<file path="config.mk">
export PLATFORM = sky130hd
export DESIGN_NAME = bxf_window
export DESIGN_NICKNAME = d
export VERILOG_FILES = /design/src/sv/bxf_pkg.sv /design/src/sv/bxf_window.sv
export SDC_FILE = /design/constraint.sdc
export NUM_CORES = 1
export LEC_CHECK = 0
export BUFFER_PORTS_ARGS = -buffer_cell sky130_fd_sc_hd__clkbuf_2
export CORE_MARGIN = 10
export CORE_UTILIZATION = 35
export DETAILED_ROUTE_END_ITERATION = 7
export GPL_TIMING_DRIVEN = 0
export PLACE_DENSITY_LB_ADDON = 0.25
export SYNTH_ARGS = -nofsm -noshare
export SYNTH_HDL_FRONTEND = slang
export SYNTH_SLANG_ARGS = --single-unit
</file>
<file path="constraint.sdc">
create_clock -name i_clk -period 5.95 [get_ports i_clk]
set_input_delay 0 -clock i_clk [delete_from_list [all_inputs] [get_ports i_clk]]
set_output_delay 0 -clock i_clk [all_outputs]
set_load 0.005 [all_outputs]
</file>
<file path="src/sv/bxf_pkg.sv">
`timescale 1ns / 1ps
// Shared constants and types of the 3x3 box filter.
package bxf_pkg;

    localparam int MAX_WIDTH_DEF   = 1024;
    localparam int SAMPLE_BITS_DEF = 16;

    localparam int ROW_BITS     = 16;
    localparam int CFG_IDX_BITS = 2;

    localparam int ROW_WIDTH_RST = 1024;
    localparam int ROW_COUNT_RST = 1026;

    localparam logic [CFG_IDX_BITS-1:0] REG_ROW_WIDTH = 2'd0;
    localparam logic [CFG_IDX_BITS-1:0] REG_ROW_COUNT = 2'd1;

    // Position flags that travel with a word from the accept stage to the window.
    typedef struct packed {
        logic rows_ready;   // two rows above are in the line buffers
        logic first_col;
        logic second_col;
        logic last_col;
        logic frame_end;
    } t_item_flags;

endpackage

</file>
<file path="src/sv/bxf_window.sv">
`timescale 1ns / 1ps
// Column-sum window, result slots and divide-by-nine output stage.
module bxf_window #(
    parameter int SAMPLE_BITS = bxf_pkg::SAMPLE_BITS_DEF,
    parameter int COL_BITS    = $clog2(bxf_pkg::MAX_WIDTH_DEF)
) (
    input  logic                          i_clk,
    input  logic                          i_rst_n,
    input  logic                          i_clear,
    input  logic                          i_s1_valid,
    output logic                          o_take,
    input  logic [SAMPLE_BITS-1:0]        i_sample,
    input  logic [SAMPLE_BITS-1:0]        i_above,
    input  logic [SAMPLE_BITS-1:0]        i_two_above,
    input  logic [COL_BITS-1:0]           i_col,
    input  logic [bxf_pkg::ROW_BITS-1:0]  i_row,
    input  bxf_pkg::t_item_flags          i_flags,
    output logic                          o_valid,
    input  logic                          i_ready,
    output logic [SAMPLE_BITS-1:0]        o_value,
    output logic [bxf_pkg::ROW_BITS-1:0]  o_out_row,
    output logic [COL_BITS-1:0]           o_out_col,
    output logic                          o_last_of_input,
    output logic                          o_last_of_frame
);

    localparam int CS_BITS    = SAMPLE_BITS + 2;
    localparam int SUM_BITS   = SAMPLE_BITS + 4;
    localparam int K          = SUM_BITS + 3;
    localparam int RECIP_BITS = K - 2;
    localparam int PROD_BITS  = SUM_BITS + RECIP_BITS;
    // ceil(2^K / 9): exact floor division for every sum below 2^SUM_BITS
    localparam logic [RECIP_BITS-1:0] RECIP =
        RECIP_BITS'(((64'd1 << K) + 64'd8) / 64'd9);

    logic [CS_BITS-1:0] r_cs_prev;
    logic [CS_BITS-1:0] r_cs_last;

    logic                          r_a_v;
    logic                          r_b_v;
    logic [SUM_BITS-1:0]           r_a_sum;
    logic [SUM_BITS-1:0]           r_b_sum;
    logic [COL_BITS-1:0]           r_a_col;
    logic [COL_BITS-1:0]           r_b_col;
    logic [bxf_pkg::ROW_BITS-1:0]  r_slot_row;
    logic                          r_a_last_in;
    logic                          r_a_frame;
    logic                          r_b_frame;

    logic                          r_o_valid;
    logic [PROD_BITS-1:0]          r_o_prod;
    logic [COL_BITS-1:0]           r_o_col;
    logic [bxf_pkg::ROW_BITS-1:0]  r_o_row;
    logic                          r_o_last_in;
    logic                          r_o_frame;

    logic                 out_free;
    logic                 drain;
    logic                 take_fire;
    logic                 load;
    logic [CS_BITS-1:0]   col_sum;
    logic [SUM_BITS-1:0]  sum_a;
    logic [SUM_BITS-1:0]  sum_b;
    logic [COL_BITS-1:0]  col_a;

    assign out_free  = !r_o_valid || i_ready;
    assign drain     = r_a_v && out_free;
    // slots must be empty after this cycle's drain
    assign o_take    = !r_a_v || (out_free && !r_b_v);
    assign take_fire = i_s1_valid && o_take;
    assign load      = take_fire && i_flags.rows_ready && !i_flags.first_col;

    assign col_sum = CS_BITS'(i_sample) + CS_BITS'(i_above) + CS_BITS'(i_two_above);

    // edge column counts twice at the left border
    assign sum_a = i_flags.second_col
                 ? (SUM_BITS'(r_cs_last) << 1) + SUM_BITS'(col_sum)
                 : SUM_BITS'(r_cs_prev) + SUM_BITS'(r_cs_last) + SUM_BITS'(col_sum);
    assign sum_b = (SUM_BITS'(col_sum) << 1) + SUM_BITS'(r_cs_last);
    assign col_a = i_flags.second_col ? '0 : i_col - COL_BITS'(1);

    always_ff @(posedge i_clk) begin
        if (!i_rst_n || i_clear) begin
            r_cs_prev <= '0;
            r_cs_last <= '0;
        end else if (take_fire && i_flags.rows_ready) begin
            r_cs_prev <= r_cs_last;
            r_cs_last <= col_sum;
        end
    end

    always_ff @(posedge i_clk) begin
        if (!i_rst_n) begin
            r_a_v <= 1'b0;
            r_b_v <= 1'b0;
        end else if (load) begin
            r_a_v <= 1'b1;
            r_b_v <= i_flags.last_col;
        end else if (drain) begin
            r_a_v <= r_b_v;
            r_b_v <= 1'b0;
        end
    end

    always_ff @(posedge i_clk) begin
        if (load) begin
            r_a_sum     <= sum_a;
            r_a_col     <= col_a;
            r_a_last_in <= !i_flags.last_col;
            r_a_frame   <= 1'b0;
            r_b_sum     <= sum_b;
            r_b_col     <= i_col;
            r_b_frame   <= i_flags.frame_end;
            r_slot_row  <= i_row - bxf_pkg::ROW_BITS'(1);
        end else if (drain) begin
            // advance the right-edge result into the head slot
            r_a_sum     <= r_b_sum;
            r_a_col     <= r_b_col;
            r_a_last_in <= 1'b1;
            r_a_frame   <= r_b_frame;
        end
    end

    always_ff @(posedge i_clk) begin
        if (!i_rst_n) begin
            r_o_valid <= 1'b0;
        end else if (out_free) begin
            r_o_valid <= r_a_v;
        end
    end

    always_ff @(posedge i_clk) begin
        if (drain) begin
            r_o_prod    <= PROD_BITS'(r_a_sum) * PROD_BITS'(RECIP);
            r_o_col     <= r_a_col;
            r_o_row     <= r_slot_row;
            r_o_last_in <= r_a_last_in;
            r_o_frame   <= r_a_frame;
        end
    end

    assign o_valid         = r_o_valid;
    assign o_value         = r_o_prod[K +: SAMPLE_BITS];
    assign o_out_row       = r_o_row;
    assign o_out_col       = r_o_col;
    assign o_last_of_input = r_o_last_in;
    assign o_last_of_frame = r_o_frame;

    a_b_needs_a: assert property (@(posedge i_clk) disable iff (!i_rst_n)
        r_b_v |-> r_a_v)
        else $error("second result slot filled without a head result");

    a_no_take_with_b: assert property (@(posedge i_clk) disable iff (!i_rst_n)
        o_take |-> !r_b_v)
        else $error("window took a word while two results were pending");

    a_edge_two_results: assert property (@(posedge i_clk) disable iff (!i_rst_n)
        (take_fire && i_flags.rows_ready && i_flags.last_col) |=> (r_a_v && r_b_v))
        else $error("last column word did not queue two results");

    a_frame_end_last: assert property (@(posedge i_clk) disable iff (!i_rst_n)
        (r_o_valid && r_o_frame) |-> r_o_last_in)
        else $error("frame end result not marked last of its word");

endmodule

</file>
# Word-level counts from Yosys, hierarchy flattened
# Index checks and enable logic that the tools add are counted.
[word_totals] register_bits=183 input_bits=84 wordCells=54
[classes] add_sub_neg=8 multipliers=1 mux=12 reduce_logical=15
[ops] op="$add A19 B18 Y20" n=3
[ops] op="$mux W20" n=3
[ops] op="$mul A20 B18 Y37 const B" n=1
[ops] op="$mux W10" n=3
[ops] op="$add A18 B18 Y19" n=1
[ops] op="$add A17 B16 Y18" n=1
[ops] op="$add A16 B16 Y17" n=1
[ops] op="$sub A16 B1 Y16 const B" n=1
[ops] op="$sub A10 B1 Y10 const B" n=1
[ops] op="$logic_not A1 Y1" n=6
[ops] op="$mux W1" n=6
[ops] op="$logic_and A1 B1 Y1" n=5
[ops] op="$logic_or A1 B1 Y1" n=3
[ops] op="$reduce_bool A2 Y1" n=1

# Depth between registers and ports, before layout
# Gate-level depths: netlist of the first run.
[depth] word_depth=8 mapped_depth=21 mapped_depth_nobuf=21

# Least setup slack after synthesis of the first run
# No wires, ideal clock.
[synth_path] kind="register -> register" start="reg r_a_sum[10]" end="reg r_o_prod[38] (data pin)" setup_ns=0.260 t_arrival_ns=5.031 setup_slack_ns=0.659 stages_incl_launch_ff=20 cell_sequence="edfxtp_1 inv_1 fa_1 inv_1 ha_1 inv_1 fa_1 fa_1 fa_1 fa_1 inv_1 ha_1 a21oi_1 o21ai_0 a21oi_1 a31oi_1 o311ai_0 a31oi_1 nor2_1 xnor2_1"
[synth_between] elab_chain_cells=1
[synth_rtl] element="start, declared" line="bxf_window.sv:41" source="logic [SUM_BITS-1:0] r_a_sum;"
[synth_rtl] element="start signal, assigned" line="bxf_window.sv:107" source="r_a_sum <= sum_a;"
[synth_rtl] element="start signal, assigned" line="bxf_window.sv:117" source="r_a_sum <= r_b_sum;"
[synth_rtl] element="$mul A20 B18 Y37" line="bxf_window.sv:134" source="r_o_prod <= PROD_BITS'(r_a_sum) * PROD_BITS'(RECIP);"
[synth_rtl] element="end signal, assigned" line="bxf_window.sv:134"
[synth_rtl] element="end, declared" line="bxf_window.sv:51" source="logic [PROD_BITS-1:0] r_o_prod;"
# No other way between the ends.
# A chain may end at the register's enable or synchronous reset.

# Worst setup path after layout of the first run
[layout_path] start="reg r_a_sum[7]" end="reg r_o_prod[38] (data pin)"
# The elaborated chain is that of the path after synthesis.

==> results of run 1 <==
## report_power, final
group / leakage [nW] / switching (mW) / internal (mW) / total, mW
clock network: 0.277 / 0.506 / 0.592 / 1.10
registers: 1.44 / 0.0415 / 1.52 / 1.56
logic: 6.21 / 3.24 / 2.43 / 5.67
total: 7.93 / 3.79 / 4.53 / 8.32
## registers in the layout (all words and copies together) (netlist names)
name	count
r_o_prod	16
r_b_col	10
o_out_col	10
o_valid	1
r_b_v	1
o_last_of_frame	1
r_a_frame	1
r_b_frame	1
r_a_last_in	1
o_last_of_input	1
r_cs_last	18
r_b_sum	20
r_slot_row	16
r_a_col	10
o_out_row	16
r_cs_prev	18
r_a_v	1
r_a_sum	20
## worst min-delay path, stage by stage
cell and delay, ns:
clkbuf_2 0.09, fa_1 0.30, nand2_1 0.08, a21oi_1 0.11
## worst min-delay path by stage
stage | from | to | depth (start not counted)
after detailed placement | i_flags[0] | r_b_frame | 1
after global placement | i_flags[0] | r_b_frame | 1
after global routing | i_flags[2] | r_a_col[8] | 3
after floorplan | i_col[0] | r_b_col[0] | 0
final | i_two_above[0] | r_cs_last[0] | 4
after CTS | i_two_above[0] | r_cs_last[0] | 4
## routing by layer
metal  vias up  wire [um]  part of all wire [%]
met2       183      17200                    50
met4         0        679                   2.0
met1      5053      15500                    45
met5         -          0                     0
li1       5424          -                     -
met3        40       1200                   3.5
## kinds of logic after synthesis
kind of cell             Yosys count
adder cells (fa/ha/maj)          336
AND/OR/NAND/NOR                  310
AO/OA/AOI/OAI                    285
buffers and inverters            269
flip-flops                       162
XOR/XNOR                          98
multiplexers                      11
## timing repair
| item | 4_1_cts | 5_1_grt |
|---|---|---|
| pin swaps | 0 | 5 |
| endpoints found under the hold margin | 36 | 0 |
| endpoints found under the setup margin | 4 | 8 |
| setup buffers | 2 | 11 |
| hold buffers | 38 | 0 |
| resized for setup | 2 | 9 |
## stage by stage
stage          setup TNS, ns  utilization, %
2_1_floorplan              0               -
3_3_place_gp          -0.107            38.6
3_5_place_dp          -0.283            38.7
4_1_cts                    0            41.0
5_1_grt               -0.137            41.3
6_report                   0            41.3
## cell usage in the layout (no fill, tap or decap), drive strengths merged, types with 7 or more instances in the layout
master	instances
xor2	36
nand4	13
a21o	31
mux2i	9
o21ai	47
dfxtp	40
nand2b	17
a31oi	17
nor2b	14
clkbuf	171
xnor2	62
nand3	23
nand2	131
a21oi	99
or3	8
o21a	19
o31ai	9
o21bai	7
edfxtp	122
dlygate4sd3	38
nor3	17
ha	207
nor2	62
fa	129
a211oi	7
buf	19
inv	249
## layout make-up
class / instances / area, sq um
clock buffers: 18 / 429
well taps: 539 / 674
flip-flops and latches: 162 / 4460
fillers: 4055 / 24700
clock inverters: 14 / 146
plain buffers: 28 / 106
multi-input cells: 1040 / 9490
inverters: 241 / 905
repair buffers: 182 / 1160
==> impl_metrics.csv, run 1 <==
group,metric,value,unit
logic_synthesis,syn-num-nets,1891,
logic_synthesis,ys_ff_latch,162,
worst_setup_path,crit_type,"flip-flop to flip-flop",
worst_setup_path,slowest_delay,0.57,ns
clock_network,clk-insertion-delay-late,0.44,ns
sta,fin_crit,5.79,ns
worst_setup_path,crit_path_frequent_cell,"fa_1",
logic_synthesis,synthAdderAreaFrac,34.7,%
layout,area_growth,16.6,%
logic_synthesis,yosysMostFrequentCell,"inv_1",
floorplan,io_pins,130,
sta,worst_clock_skew,0.00823,ns
global_routing,track_usage,13.8,%
sta,setup_viol,0,
global_routing,grt_use_met1,16.9,%
power_and_ir_drop,vdd_drop_max,0.382,mV
floorplan,num_rows,75,
power_and_ir_drop,leakagePower,7.93,nW
sta,max_slew_margin,8.04,%
placed_design,port_buffers,129,
worst_setup_path,crit_fanout,3,
logic_synthesis,yosys.area.top_type,"edfxtp_1",
route,wirelength,34.6,mm
logic_synthesis,synth.top_cells.by_count,"inv_1, ha_1, nand2_1, fa_1, edfxtp_1",
route,avgRoutedWirePerCell,15.6,um
logic_synthesis,synth_cell_types,67,
floorplan,die_h,226,um
placed_design,post-place-ws,-0.162,ns
route,num_vias,10700,
worst_setup_path,r2r_slack,0.16,ns
worst_setup_path,r2r_end,"r_o_prod[38]",
clock_network,cts_buffers,17,
logic_synthesis,ys_seq_area_share,29.9,%
global_routing,grt_use_met2,24.2,%
placed_design,dp_hpwl,29.1,mm
power_and_ir_drop,p_total,8.32,mW
logic_synthesis,synth_edf_count,122,
worst_setup_path,critical_path_buf_inv_count,4,
global_routing,grt_antenna_before_repair,0,
clock_network,clock_sinks,162,
floorplan,start_util,35.5,%
worst_setup_path,cp_data_arrival_time,5.98,ns
route,drt_iter0_markers,403,
layout,final_cells,2224,
sta,holdWs,0.171,ns
placed_design,dp.cells,2141,
worst_setup_path,r2r_start,"r_a_sum[7]",
worst_setup_path,worstSetupPathDepth,19,
layout,diodes,0,
worst_setup_path,cp-startpoint,"r_a_sum[7]",
worst_setup_path,critPathCapture,"r_o_prod[38]",
worst_setup_path,reg2reg_depth,19,
clock_network,cts_buffer_depth,2,
sta,fin_crit_sh,97.3,%
logic_synthesis,syn_area,0.0149,sq mm
clock_network,cts.htree.levels,4,
sta,hold_violations,0,
sta,fmax,173,MHz
global_routing,overflow,0,
logic_synthesis,synthMuxAreaShare,0.755,%
floorplan,core_area,0.0420,sq mm
sta,tightestPinTransition,1.36,ns
clock_network,clk_pin_slew,0.07,ns
worst_setup_path,critPathSlowestCell,"fa_1",
logic_synthesis,synth_compound_area_share,12.2,%
global_routing,grt_max_degree,44,
layout,drive_gt1_share,11.6,%
sta,finalMaxSlewViolations,0,
status,status,"complete, no violations",
logic_synthesis,synth_ff_type,"edfxtp_1",
placed_design,placed_area,0.0163,sq mm
clock_network,cts_tree,"built",
logic_synthesis,synth_top_family_by_area,"adder cells",
layout,final_area,0.0174,sq mm
floorplan,dieArea,0.0513,sq mm
worst_setup_path,path_cells,"fa_1 -> ha_1 -> inv_1 -> fa_1 -> inv_1 -> fa_1 -> fa_1 -> inv_1 -> fa_1 -> inv_1 -> ha_1 -> nand4_1 -> nor2_2 -> nand4b_1 -> a31oi_4 -> o311ai_4 -> a31oi_1 -> nor2_1 -> xnor2_1",
worst_setup_path,startpoint_type,"flip-flop",
clock_network,cts_root_buf,"clkbuf_16",
worst_setup_path,path_delay_family,"adder cells",
logic_synthesis,yosysWarnings,0,
logic_synthesis,syn_avg_cell_area,10.1,sq um
route,dr.pass1.iters,5,
logic_synthesis,synth.area.top_cells,"edfxtp_1, ha_1, fa_1",
placed_design,gp_routability_congestion,0.891,
logic_synthesis,synth_xor_area_share,5.76,%
logic_synthesis,synthSimpleGateAreaFrac,9.85,%
sta,fin_ws,0.161,ns
route,vias_per_cell,4.81,
logic_synthesis,syn_inst,1471,
route,post-route-drc-count,0,
hold_path,hp-class,"primary input to flip-flop",
global_routing,grt_busiest_layer,"met2",
run,drv_cap,0,
global_routing,grt_pass1_wl,57.1,mm
worst_setup_path,worst_ep_required_time,6.14,ns
route,ant_nets,0,
worst_setup_path,end_kind,"flip-flop",
global_routing,grt_pass1_vias,11400,
global_routing,use_met3,2.49,%
layout,layout.nets,2092,
logic_synthesis,synthArstFlopShare,0,%
floorplan,die_w,226,um
logic_synthesis,synth_top_area_share,24.6,%
power_and_ir_drop,powerDensity,479,mW/mm^2
(Power assumes the default switching activity.)
==> run 2: changes to the inputs <==
CORE_UTILIZATION = 43   (was 35)
TNS_END_PERCENT = 1   (was not set)
==> run 2 against run 1 <==
  * Power down 0.57%
  * Cell area down 0.39%
  * Clock power about the same
  * Combinational power down 1%
  * Clock skew up 0.0013 ns
  * Routed wire length down 1.6%
  * Sequential cell count unchanged
  * Global-route usage up 2.5 points
  * Clock-buffer cell count unchanged
  * Cell count down 3.6%
  * Non-clock buffer count up 3
  * Largest cell class unchanged
==> impl_metrics.csv, run 2 (synthesized netlist as in run 1, its figures left out) <==
group,metric,value,unit
sta,worst_clock_skew,0.00954,ns
sta,holdWs,0.144,ns
floorplan,dieArea,0.0425,sq mm
layout,multi_input_area,0.00950,sq mm
power_and_ir_drop,p_clk_share,13.4,%
placed_design,dp_hpwl,28.3,mm
clock_network,cts_buffer_depth,2,
route,avgRoutedWirePerCell,15.9,um
layout,nFillCells,3161,
layout,final_cell_mix,"inv_1, ha_1, nand2_1",
layout,postLayoutCoreUtil,50.4,%
clock_network,cts_root_buf,"clkbuf_16",
route,ant_nets,0,
placed_design,gp_routability_congestion,0.913,
route,top_layer_used,"met4",
route,dr.pass1.iters,5,
power_and_ir_drop,vdd_drop_max,0.560,mV
global_routing,grt_pass1_wl,55.9,mm
power_and_ir_drop,powerDensity,478,mW/mm^2
clock_network,clk_pin_slew,0.07,ns
route,vias_per_cell,5.05,
sta,hold_violations,0,
sta,finalSetupTns,0,ns
worst_setup_path,end_kind,"flip-flop",
route,num_vias,10800,
clock_network,clock_sinks,162,
placed_design,post-place-ws,-0.255,ns
power_and_ir_drop,leakagePower,7.95,nW
route,wl_met1,15.6,mm
global_routing,grt_max_degree,42,
sta,fin_ws,0.191,ns
worst_setup_path,startpoint_type,"flip-flop",
global_routing,grt_pass1_vias,11300,
power_and_ir_drop,p_total,8.27,mW
power_and_ir_drop,p_sw,3.74,mW
layout,final_area,0.0173,sq mm
placed_design,dp.cells,2057,
floorplan,num_rows,68,
floorplan,die_h,206,um
layout,top_regs,"r_a_sum: 20 flops, r_b_sum: 20 flops",
layout,layout_commonest_cell,"inv_1",
sta,finalMaxSlewViolations,0,
sta,fin_crit,5.76,ns
layout,final_cells,2143,
clock_network,clk-insertion-delay-late,0.44,ns
route,drt_iter0_markers,482,
floorplan,start_util,43.4,%
sta,fin_crit_sh,96.8,%
placed_design,placed_area,0.0162,sq mm
power_and_ir_drop,sw_frac_of_total,45.3,%
power_and_ir_drop,p_comb_share,67.8,%
run,drv_cap,0,
global_routing,track_usage,16.3,%
layout,layout.nets,2095,
worst_setup_path,crit_type,"flip-flop to flip-flop",
status,status,"complete, no violations",
route,wirelength,34.1,mm
clock_network,cts_tree,"built",
layout,area_growth,16.1,%
route,wl_met3,965,um
power_and_ir_drop,internal-power,4.53,mW
floorplan,io_pins,130,
sta,max_slew_margin,12.3,%
layout,area.sequential,0.00446,sq mm
power_and_ir_drop,seqPwrFrac,18.8,%
hold_path,hp-class,"primary input to flip-flop",
floorplan,die_w,206,um
sta,tightestPinTransition,1.31,ns
sta,setup_viol,0,
worst_setup_path,crit_fanout,5,
floorplan,core_area,0.0344,sq mm
worst_setup_path,worst_ep_required_time,6.14,ns
worst_setup_path,cp_data_arrival_time,5.95,ns
global_routing,grt_antenna_before_repair,0,
sta,fmax,174,MHz
global_routing,overflow,0,
layout,drive_gt1_share,12.1,%
route,post-route-drc-count,0,
layout,diodes,0,
placed_design,port_buffers,129,
route,wl_met2,17.0,mm
clock_network,cts_buffers,17,
clock_network,cts.htree.levels,4,
==> run 2: cell types whose count changed in the layout (fill, tap and decap cells not counted), moves of 2 or more <==
cell | before | now
buf_4 | 13 | 20
dlygate4sd3_1 | 38 | 34
inv_6 | 4 | 7
clkinvlp_4 | 2 | 0
ha_1 | 207 | 205
ha_4 | 0 | 2
==> run 2: timing repair <==
| action | in CTS | in global routing |
|---|---|---|
| buffers inserted | 0 | 20 |
| hold buffers | 34 | 0 |
| endpoints found under the hold margin | 35 | 0 |
| gates resized for setup | 3 | 10 |
| setup endpoints to repair | 2 | 7 |
| pin swaps | 0 | 7 |
==> run 2: cell type report <==
cell class                 count  area share (%)
clock buffer                  18            2.48
buffer                        28           0.614
multi-input combinational   1040            54.9
sequential                   162            25.8
inverter                     241            5.23
timing repair buffer         185            6.79
clock inverter                14           0.918
tap                          455            3.29
==> run 2: critical path, stage by stage (launching register included) <==
cell      delay, ns
edfxtp_1       0.48
buf_4          0.18
fa_1           0.51
ha_1           0.39
fa_1           0.48
fa_1           0.52
fa_1           0.52
fa_1           0.50
ha_1           0.37
a21o_1         0.21
a21o_1         0.18
a21o_1         0.19
a22o_1         0.22
a21oi_1        0.19
nand2_1        0.16
a221oi_1       0.31
xnor2_1        0.10
==> run 2: worst paths after layout <==
path,from,to,slack [ns],cells past startpoint
min,i_two_above[0],r_cs_last[0],0.14,4
max,r_a_sum[9],r_o_prod[33],0.19,16
min reg2reg,r_a_col[1],o_out_col[1],0.42,0
max reg2reg,r_a_sum[9],r_o_prod[33],0.19,16
==> run 2: power by group through the flow <==
stage | clock network, mW | registers [mW] | logic, mW
after floorplan | 0 | 1.58 | 4.21
after global placement | 0 | 1.58 | 5.31
after detailed placement | 0 | 1.59 | 5.42
after CTS | 1.13 | 1.56 | 5.51
after global routing | 1.18 | 1.57 | 6.45
final | 1.11 | 1.56 | 5.61
==> run 2: routing by layer <==
layer	vias up	global-route usage, %
met5	-	0
met4	0	4.46
met3	36	2.15
met2	170	28.8
met1	5184	20.6
li1	5440	-
